$ cat src/sv/dpd_pkg.sv
`timescale 1ns / 1ps
`default_nettype none
// ----------------------------------------------------------------------------
// dpd_pkg
// Types, character codes and the hex digit decoder shared by the debug
// packet deframer modules.
// ----------------------------------------------------------------------------
package dpd_pkg;

  localparam logic [7:0] CH_ACK   = 8'h2b;  // '+'
  localparam logic [7:0] CH_NACK  = 8'h2d;  // '-'
  localparam logic [7:0] CH_START = 8'h24;  // '$'
  localparam logic [7:0] CH_END   = 8'h23;  // '#'
  localparam logic [7:0] CH_D0    = 8'h30;  // '0'
  localparam logic [7:0] CH_D9    = 8'h39;  // '9'
  localparam logic [7:0] CH_LA    = 8'h61;  // 'a'
  localparam logic [7:0] CH_LF    = 8'h66;  // 'f'
  localparam logic [7:0] CH_UA    = 8'h41;  // 'A'
  localparam logic [7:0] CH_UF    = 8'h46;  // 'F'
  localparam logic [7:0] HEX_TEN  = 8'd10;

  typedef enum logic [1:0] {
    PH_IDLE = 2'd0,
    PH_DATA = 2'd1,
    PH_HIGH = 2'd2,
    PH_LOW  = 2'd3
  } phase_t;

  typedef enum logic [2:0] {
    EV_FRAME   = 3'd0,
    EV_PAYLOAD = 3'd1,
    EV_OK      = 3'd2,
    EV_BAD     = 3'd3,
    EV_ACK     = 3'd4,
    EV_STRAY   = 3'd5
  } event_t;

  typedef struct packed {
    phase_t     phase;
    logic [7:0] running_sum;
    logic [3:0] high_nibble;
    logic       hex_error_seen;
  } dpd_state_t;

  typedef struct packed {
    event_t     event_res;
    logic [7:0] payload;
    logic       send_valid;
    logic [7:0] send_byte;
    logic [7:0] computed_sum;
    logic       bad_hex;
  } dpd_result_t;

  typedef struct packed {
    logic       bad;
    logic [3:0] value;
  } hex_digit_t;

  // Decode one hex digit; a non-hex byte reads as zero with bad set.
  function automatic hex_digit_t hex_decode(input logic [7:0] ch);
    hex_digit_t d;
    logic [7:0] v;
    d = '{bad: 1'b0, value: 4'd0};
    v = 8'd0;
    if (ch inside {[CH_D0:CH_D9]}) begin
      v = ch - CH_D0;
    end else if (ch inside {[CH_LA:CH_LF]}) begin
      v = ch - CH_LA + HEX_TEN;
    end else if (ch inside {[CH_UA:CH_UF]}) begin
      v = ch - CH_UA + HEX_TEN;
    end else begin
      d.bad = 1'b1;
    end
    d.value = v[3:0];
    return d;
  endfunction

endpackage
`default_nettype wire

$ cat src/sv/dpd_step.sv
`timescale 1ns / 1ps
`default_nettype none
// ----------------------------------------------------------------------------
// dpd_step
// Framing decision for one received byte: next framing state and the
// result of the byte.
// ----------------------------------------------------------------------------
module dpd_step (
  input  wire logic [7:0]          rx_byte,
  input  wire dpd_pkg::dpd_state_t st,
  output dpd_pkg::dpd_state_t      st_next,
  output dpd_pkg::dpd_result_t     res
);
  import dpd_pkg::*;

  hex_digit_t digit;
  logic [7:0] recv;
  logic       match;

  assign digit = hex_decode(rx_byte);
  assign recv  = {st.high_nibble, digit.value};
  assign match = (recv == st.running_sum);

  always_comb begin
    st_next = st;
    res     = '{event_res: EV_FRAME, payload: 8'd0, send_valid: 1'b0,
                send_byte: 8'd0, computed_sum: 8'd0, bad_hex: 1'b0};
    case (st.phase)
      PH_IDLE: begin
        if (rx_byte == CH_ACK) begin
          res.event_res = EV_ACK;
        end else if (rx_byte == CH_START) begin
          st_next = '{phase: PH_DATA, running_sum: 8'd0, high_nibble: 4'd0,
                      hex_error_seen: 1'b0};
        end else begin
          res.event_res = EV_STRAY;
        end
      end
      PH_DATA: begin
        if (rx_byte == CH_END) begin
          st_next.phase = PH_HIGH;
        end else begin
          res.event_res       = EV_PAYLOAD;
          res.payload         = rx_byte;
          st_next.running_sum = st.running_sum + rx_byte;
        end
      end
      PH_HIGH: begin
        st_next.high_nibble    = digit.value;
        st_next.hex_error_seen = digit.bad;
        st_next.phase          = PH_LOW;
      end
      PH_LOW: begin
        res.event_res    = match ? EV_OK : EV_BAD;
        res.send_valid   = 1'b1;
        res.send_byte    = match ? CH_ACK : CH_NACK;
        res.computed_sum = st.running_sum;
        res.bad_hex      = st.hex_error_seen | digit.bad;
        st_next = '{phase: PH_IDLE, running_sum: 8'd0, high_nibble: 4'd0,
                    hex_error_seen: 1'b0};
      end
      default: begin
        st_next.phase = PH_IDLE;
      end
    endcase
  end

endmodule
`default_nettype wire

$ cat src/sv/debug_packet_deframer.sv
`timescale 1ns / 1ps
`default_nettype none
// ----------------------------------------------------------------------------
// debug_packet_deframer
// Receive side of a debugger remote serial link: splits the byte stream into
// acknowledges, stray bytes and '$'...'#xx' packets, forwards payload bytes
// and checks the two-digit hex checksum.
// ----------------------------------------------------------------------------
//
//  channel | handshake           | fields
//  --------+---------------------+---------------------------------------------
//  input   | in_valid / in_stall | rx_byte
//  output  | out_valid/out_stall | event_res, payload, send_valid, send_byte,
//          |                     | computed_sum, bad_hex
//
//  One byte per cycle sustained while out_stall stays low; each transaction
//  passes through the input register, then the result register.
//  The state is updated when a byte moves from the input register into the
//  result register, so back-to-back bytes see each other's effect in order.
//  A stalled result holds; the input register then holds too and in_stall
//  rises only while both stages are occupied.
//  Reset returns to idle outside a packet with both stages empty.
//
module debug_packet_deframer (
  input  wire logic                clk,
  input  wire logic                rst,
  input  wire logic                in_valid,
  output logic                     in_stall,
  input  wire logic [7:0]          rx_byte,
  output logic                     out_valid,
  input  wire logic                out_stall,
  output dpd_pkg::event_t          event_res,
  output logic [7:0]               payload,
  output logic                     send_valid,
  output logic [7:0]               send_byte,
  output logic [7:0]               computed_sum,
  output logic                     bad_hex
);
  import dpd_pkg::*;

  // input register stage
  logic        s1_valid;
  logic [7:0]  s1_byte;

  // framing state
  dpd_state_t  st;
  dpd_state_t  st_next;
  dpd_result_t res_next;

  logic out_free;
  logic advance;
  logic accept_in;

  // Result register empties or drains this cycle.
  assign out_free  = !out_valid || !out_stall;
  assign advance   = s1_valid && out_free;
  assign in_stall  = s1_valid && !out_free;
  assign accept_in = in_valid && !in_stall;

  dpd_step u_step (
    .rx_byte (s1_byte),
    .st      (st),
    .st_next (st_next),
    .res     (res_next)
  );

  // Hold the byte until the result register can take it.
  always_ff @(posedge clk) begin
    if (rst) begin
      s1_valid <= 1'b0;
    end else if (accept_in) begin
      s1_valid <= 1'b1;
    end else if (advance) begin
      s1_valid <= 1'b0;
    end
  end

  always_ff @(posedge clk) begin
    if (accept_in) begin
      s1_byte <= rx_byte;
    end
  end

  // Advance the framing state only with the transaction that causes it.
  always_ff @(posedge clk) begin
    if (rst) begin
      st <= '{phase: PH_IDLE, running_sum: 8'd0, high_nibble: 4'd0,
              hex_error_seen: 1'b0};
    end else if (advance) begin
      st <= st_next;
    end
  end

  always_ff @(posedge clk) begin
    if (rst) begin
      out_valid <= 1'b0;
    end else if (advance) begin
      out_valid <= 1'b1;
    end else if (out_free) begin
      out_valid <= 1'b0;
    end
  end

  always_ff @(posedge clk) begin
    if (advance) begin
      event_res    <= res_next.event_res;
      payload      <= res_next.payload;
      send_valid   <= res_next.send_valid;
      send_byte    <= res_next.send_byte;
      computed_sum <= res_next.computed_sum;
      bad_hex      <= res_next.bad_hex;
    end
  end

`ifndef SYNTHESIS
  // A closing result always leaves the receiver idle outside a packet.
  a_close_idle: assert property (@(posedge clk) disable iff (rst)
    out_valid && (event_res == EV_OK || event_res == EV_BAD) |-> st.phase == PH_IDLE)
    else $error("closing event without return to idle");

  // A reply byte goes out exactly on the closing events.
  a_send_close: assert property (@(posedge clk) disable iff (rst)
    out_valid |-> send_valid == (event_res == EV_OK || event_res == EV_BAD))
    else $error("send_valid disagrees with event");

  // A payload result only follows a byte taken inside a packet.
  a_payload_phase: assert property (@(posedge clk) disable iff (rst)
    advance && res_next.event_res == EV_PAYLOAD |=> st.phase == PH_DATA)
    else $error("payload event outside packet body");

  // Upstream stalls only while the input register is occupied.
  a_stall_full: assert property (@(posedge clk) disable iff (rst)
    in_stall |-> s1_valid && out_valid && out_stall)
    else $error("stall raised with room to advance");
`endif

endmodule
`default_nettype wire
$ cat config.mk
export PLATFORM = sky130hd
export DESIGN_NAME = debug_packet_deframer
export DESIGN_NICKNAME = d
export VERILOG_FILES = /design/src/sv/dpd_pkg.sv /design/src/sv/dpd_step.sv /design/src/sv/debug_packet_deframer.sv
export SDC_FILE = /design/constraint.sdc
export NUM_CORES = 1
export LEC_CHECK = 0
export BUFFER_PORTS_ARGS = -buffer_cell sky130_fd_sc_hd__buf_2
export CAP_MARGIN = 20
export CORE_AREA = 2 2 86 68
export DETAILED_ROUTE_END_ITERATION = 12
export DIE_AREA = 0 0 88 70
export HOLD_SLACK_MARGIN = 0.06
export MAX_ROUTING_LAYER = met4
export PLACE_DENSITY = 0.7
export SLEW_MARGIN = 15
export SYNTH_ARGS = -nofsm -noshare
export SYNTH_HDL_FRONTEND = slang
export SYNTH_SLANG_ARGS = --single-unit
$ cat constraint.sdc
create_clock -name clk -period 3.3 [get_ports clk]
set_input_delay 0 -clock clk [delete_from_list [all_inputs] [get_ports clk]]
set_output_delay 0 -clock clk [all_outputs]
set_load 0.01 [all_outputs]
# Word level (Yosys, flattened, before mapping)
# Index checks and enable logic that the tools add are counted.
[word_totals] inputBits=12 output_inout_bits=31 word_cells=82 ff_bits=54
[classes] eq_ne=11 magnitude_cmp=6 n_reduce_logical=20 mux=24 n_bitwise=2 add_sub_neg=6
[op_table] op="$mux W15" count=2
[op_table] op="$eq A8 B6 Y1 const B" count=3
[op_table] op="$pmux W8 S3" count=1
[op_table] op="$mux W18" count=1
[op_table] op="$ge A8 B7 Y1 const B" count=2
[op_table] op="$le A8 B7 Y1 const B" count=2
[op_table] op="$pmux W5 S3" count=1
[op_table] op="$mux W4" count=3
[op_table] op="$sub A4 B1 Y4 const B" count=3
[op_table] op="$mux W3" count=3
[op_table] op="$mux W9" count=1
[op_table] op="$pmux W3 S3" count=1
[op_table] op="$add A4 B4 Y4 const B" count=2
[op_table] op="$add A8 B8 Y8" count=1
[op_table] op="$eq A8 B8 Y1" count=1
[op_table] op="$ge A8 B6 Y1 const B" count=1
[op_table] op="$le A8 B6 Y1 const B" count=1
[op_table] op="$mux W1" count=8
[op_table] op="$mux W8" count=1
[op_table] op="$pmux W2 S4" count=1
[op_table] op="$reduce_and A4 Y1" count=2
[op_table] op="$logic_and A1 B1 Y1" count=6
[op_table] op="$reduce_bool A3 Y1" count=2
[op_table] op="$reduce_and A5 Y1" count=1
[op_table] op="other kinds (12)" count=19

# Logic depth before layout (Yosys ltp)
[logic_depth] depth_word=8 mapped_depth=10 mapped_depth_nobuf=9

# Modules after synthesis
# Synthesis repeated with hierarchy kept, for this count alone.
[unflattened] cells_unflattened=264 area_unflattened_um2=2944.1
[by_module_without_submodules] mod="debug_packet_deframer" area_per_inst_um2=1873.0 instances=1 cells_per_inst=112 seq_area_each_um2=1451.4
[by_module_without_submodules] mod="dpd_step" area_per_inst_um2=1071.0 instances=1 cells_per_inst=152 seq_area_each_um2=0.0

# Worst setup path after synthesis
# Ideal clock, no wire load.
[synth_path] path_kind="register to register" start="register s1_valid" end="register, netlist name st[1]" period_less_slack_ps=3457 path_slack_ps=-157 n_path_buf=1 arrival_time_ps=3392 setup_time_ps=65 required_time_ps=3235 stages_incl_launch_ff=8 cell_sequence="dfxtp_1 > a21boi_0 > nand2b_1 > or2_0 > clkbuf_1 > nor3b_1 > a22oi_1 > nor2_1"
[synth_between] elab_chain_len=2
[synth_lines] item="from (decl)" line="debug_packet_deframer.sv:42" rtl="logic s1_valid;"
[synth_lines] item="from (signal assigned)" line="debug_packet_deframer.sv:70" rtl="s1_valid <= 1'b0;"
[synth_lines] item="from (signal assigned)" line="debug_packet_deframer.sv:72" rtl="s1_valid <= 1'b1;"
[synth_lines] item="from (signal assigned)" line="debug_packet_deframer.sv:74" rtl="s1_valid <= 1'b0;"
[synth_lines] item="$logic_and A1 B1 Y1" line="debug_packet_deframer.sv:56" rtl="assign advance = s1_valid && out_free;"
[synth_lines] item="net advance" line="debug_packet_deframer.sv:51" rtl="logic advance;"
[synth_lines] item="$reduce_and A4 Y1 (no line)"
# The timed path passes the listed nets, and every way through them passes these cells.
# A chain may end at the register's enable or synchronous reset.

# Worst setup path after layout
[layout_path] start="register s1_byte[0]" end="register send_byte[2], data pin"
[layout_between] elab_chain_len=7 elab_cells_between_ends=19 classes_between="add/sub: 5; order compare: 6; eq/ne: 1; mux: 4; reduce/logical: 3"
[layout_lines] item="from (decl)" line="debug_packet_deframer.sv:43" rtl="logic [7:0] s1_byte;"
[layout_lines] item="from (signal assigned)" line="debug_packet_deframer.sv:80" rtl="s1_byte <= rx_byte;"
[layout_lines] item="$sub A4 B1 Y4 (tied with other cells)" line="dpd_pkg.sv:68, dpd_pkg.sv:70"
[layout_lines] item="$add A4 B4 Y4 / $logic_and A1 B1 Y1 (equally long branches)" line="dpd_pkg.sv:68, dpd_pkg.sv:70, dpd_pkg.sv:69"
[layout_lines] item="$mux W4" line="dpd_pkg.sv:69" rtl="end else if (ch inside {[CH_UA:CH_UF]}) begin"
[layout_lines] item="$mux W4" line="dpd_pkg.sv:67" rtl="end else if (ch inside {[CH_LA:CH_LF]}) begin"
[layout_lines] item="$mux W4 (*)" line="dpd_pkg.sv:65" rtl="if (ch inside {[CH_D0:CH_D9]}) begin"
[layout_lines] item="$eq A8 B8 Y1 (*)" line="dpd_step.sv:22" rtl="assign match = (recv == st.running_sum);"
[layout_lines] item="$mux W3 (*)" line="dpd_step.sv:56" rtl="res.send_byte = match ? CH_ACK : CH_NACK;"
[layout_lines] item="to (signal assigned)" line="debug_packet_deframer.sv:109" rtl="send_byte <= res_next.send_byte;"
[layout_lines] item="to (decl)" line="debug_packet_deframer.sv:35" rtl="output logic [7:0] send_byte,"
# Mark *: on every way between the ends. The rest lies on a longest branch, timed or not.

==> impl_summary.txt <==
----------------------------------------------------
[Status]
  Outcome ... finished clean

[Logic synthesis]
  Top post-synthesis cells by area ... edfxtp_1, dfxtp_1, ha_1
  Netlist cell types ... 52
  Cell type with the largest total area after synthesis ... edfxtp_1
  Top flip-flop cell by instance count after synthesis ... edfxtp_1
  Cells after synthesis ... 235
  Asr flop ratio synth ... 0%
  Register area share after synthesis ... 49.5%
  Number of synthesized flops with an enable pin ... 31
  Yosys synthesis warning count ... 0
  Post-synthesis sequential element count ... 48
  Most used standard cell by instance count after synthesis ... edfxtp_1
  Post-Syn Area ... 2570 um^2
  Average footprint of a synthesized cell ... 10.9 um^2
  Ranking of synthesized cells by instance count ... edfxtp_1, and2_1, dfxtp_1, ha_1, nor2_1
  Area share of the largest cell type after synthesis ... 36.2%

[Worst setup path]
  Data required, critical path ... 3.35 ns
  Critical Path Sink Type ... flip-flop
  Crit path buffers/inverters ... 1
  Cell family with the largest share of critical-path delay ... compound AO/OA/AOI/OAI gates
  Highest net fanout along the worst path ... 8
  Type of element launching the critical path ... flip-flop
  Cells along the critical path ... inv_1 -> ha_1 -> o21bai_1 -> a21oi_2 -> o31ai_1 -> nand2_1 -> o32a_1 -> a2111oi_2 -> nor2b_1
  R2R Path Start ... s1_byte[0]
  CP peak stage delay ... 0.53 ns
  Reg2Reg Depth ... 9
  Critical path class ... reg -> reg
  Arrival time of data at the critical path endpoint ... 3.00 ns
  R2r endpoint ... send_byte[2]
  Register-to-register setup slack ... 0.36 ns
  Crit path max-delay cell type ... edfxtp_1

[Place]
  Last weighted congestion value of the routability-driven placer ... 0.846
  Detailed placement HPWL ... 3720 um
  Port bufs ... 39
  Placed instance area ... 2810 um^2
  Post-placement worst setup slack ... 0.416 ns

[Die]
  Die Span Y ... 70 um
  Number of top-level pins ... 43
  Full die area ... 6160 um^2
  Row count ... 24
  Core area ... 5440 um^2
  Starting density of the core ... 47.3%
  Horiz. Die Dim ... 88 um

[Hold path]
  Class of the tightest hold or removal check ... in -> reg
  Hold EP ... s1_byte[0]
  WHS Path Cells ... 2
  Start point of the worst min-delay path ... rx_byte[0]

[Drt]
  Detail-routed net length per standard cell ... 14.3 um
  Total number of vias ... 1849
  Post-route antenna net violation count ... 0
  Length of the first detailed-routing pass in iterations ... 4
  Detailed Route Iter0 Violations ... 101
  Via density ... 5.12
  Total length of routed wires ... 5150 um
  Number of remaining DRC errors ... 0

[GRT]
  Pin count of the biggest net entering global routing ... 24
  Most heavily used metal layer in global routing ... met2
  GRT met1 Usage ... 24.2%
  Met3 layer usage reported by global route ... 5.20%
  Met2 capacity usage during global routing ... 27.6%
  Global-route congestion overflow total ... 0
  Wire length of the first global-routing pass ... 8280 um
  Combined global-route utilization of all metal layers ... 18.5%
  Initial antenna violation count ... 0
  Vias in the first global route ... 1686

[Finish]
  Final layout net count ... 312
  Layout area overhead ... 16.9%
  Count of inserted antenna diode cells ... 0
  Fill cell instance count of the final layout ... 496
  Share of layout cells above drive strength 1 ... 19.4%
  Post-layout instance area ... 3000 um^2

[Clock tree]
  Setup fix buffers added after clock tree synthesis ... 0
  Total of hold buffers inserted after clock tree synthesis ... 11
  Number of CTS-inserted buffers ... 5
  Post-cts gate resize count ... 0
  Max Root-Sink Buffers ... 2
  Clock sinks ... 48
  TritonCTS clock tree ... yes
  Clock Pin Slew Worst Setup and Hold Paths ... 0.08 ns
  Clock insertion delay at the later pin of the skew report ... 0.31 ns
  Clock H-tree levels ... 2
  Clock tree root driver cell ... clkbuf_8

[STA]
  Setup TNS Final ... 0 ns
  Post-route worst hold slack ... 0.407 ns
  Final-report hold violation count ... 0
  Number of max-slew violations in the final report ... 0
  Setup Viol. Count Final ... 0
  Final period demand of the worst path ... 2.94 ns
  Slew HR ... 56.0%
  Final critical-path setup slack ... 0.356 ns
  Pin slew with the least headroom to its limit ... 0.659 ns
  Setup repair after global routing missed its margin ... false
  Final worst-path cycle share ... 89.2%
  Final worst clock skew ... 0.0128 ns
  Max Clock Freq ... 0.340 GHz

[Pwr]
  Standby leakage power ... 1.22 nW
  P per Cell Area ... 367 nW/um^2
  Max rail drop VDD ... 0.235 mV

[Run]
  Max-capacitance violation count ... 0

----------------------------------------------------
## worst max-delay path by stage
stage | from | end | slack (ns) | cells past startpoint
final | s1_byte[0] | send_byte[2] | 0.36 | 9
after global placement | s1_byte[7] | st[3] | 0.47 | 7
after floorplan | s1_valid | st[1] | 0.51 | 7
after detailed placement | s1_byte[0] | send_byte[2] | 0.42 | 9
after CTS | s1_byte[0] | send_byte[2] | 0.40 | 9
after global routing | s1_byte[1] | send_byte[2] | 0.11 | 9
## kinds of logic after synthesis
kind of cell | synth area share, %
simple gates | 17.9
flops | 49.5
compound gates | 13.2
buf+inv | 4.24
fa+ha+maj | 9.06
xor+xnor | 4.77
mux | 1.22
other cells | 0.146
## per-layer routing
metal | wire, um | up-vias
met2 | 2380 | 50
met3 | 281 | 6
met1 | 2420 | 868
met4 | 61 | 0
met5 | 0 | -
li1 | - | 925
## where the power goes
part | switching [mW] | leakage [nW] | internal [mW] | total [mW]
sequential | 0.0171 | 0.432 | 0.654 | 0.672
combinational | 0.0520 | 0.748 | 0.0427 | 0.0947
clock | 0.188 | 0.0399 | 0.148 | 0.336
total | 0.257 | 1.22 | 0.845 | 1.10
## worst register-to-register path: stages, from the launching register on
cell	delay, ns
edfxtp_1	0.53
inv_1	0.14
ha_1	0.25
o21bai_1	0.23
a21oi_2	0.14
o31ai_1	0.49
nand2_1	0.11
o32a_1	0.34
a2111oi_2	0.40
nor2b_1	0.09
## through the flow
step	util (%)	instances	power (mW)
2_1_floorplan	-	237	0.741
3_3_place_gp	51.8	342	0.768
3_5_place_dp	51.8	342	0.771
4_1_cts	55.3	361	1.11
5_1_grt	55.3	361	1.16
6_report	55.3	361	1.10
## cell type report
cell class                 instances  area [um^2]  area share, %
clock buffer                       7         76.3           2.54
timing repair buffer              52          320           10.7
tap                               78         97.6           3.25
sequential                        48         1270           42.3
clock inverter                     1         3.75          0.125
inverter                           9         33.8           1.12
multi-input combinational        166         1200           40.0
## placed cells by master (no fill, tap or decap), drive strengths merged, types with 3 or more instances in the layout
cell and count:
buf 41, edfxtp 31, and2 18, nor2 17, ha 17, dfxtp 17, a21oi 17, nand2 15
dlygate4sd3 11, inv 9, xor2 8, nand3 8, clkbuf 7, xnor2 6, nor2b 5, nand2b 4
a22oi 4, conb 3, a211oi 3
## registers in the layout (all words and copies together) (netlist names)
name and flops:
st 15, computed_sum 8, s1_byte 8, event_res 3
out_valid 1, payload 8, send_byte 3, bad_hex 1
s1_valid 1
(Power assumes the default switching activity.)
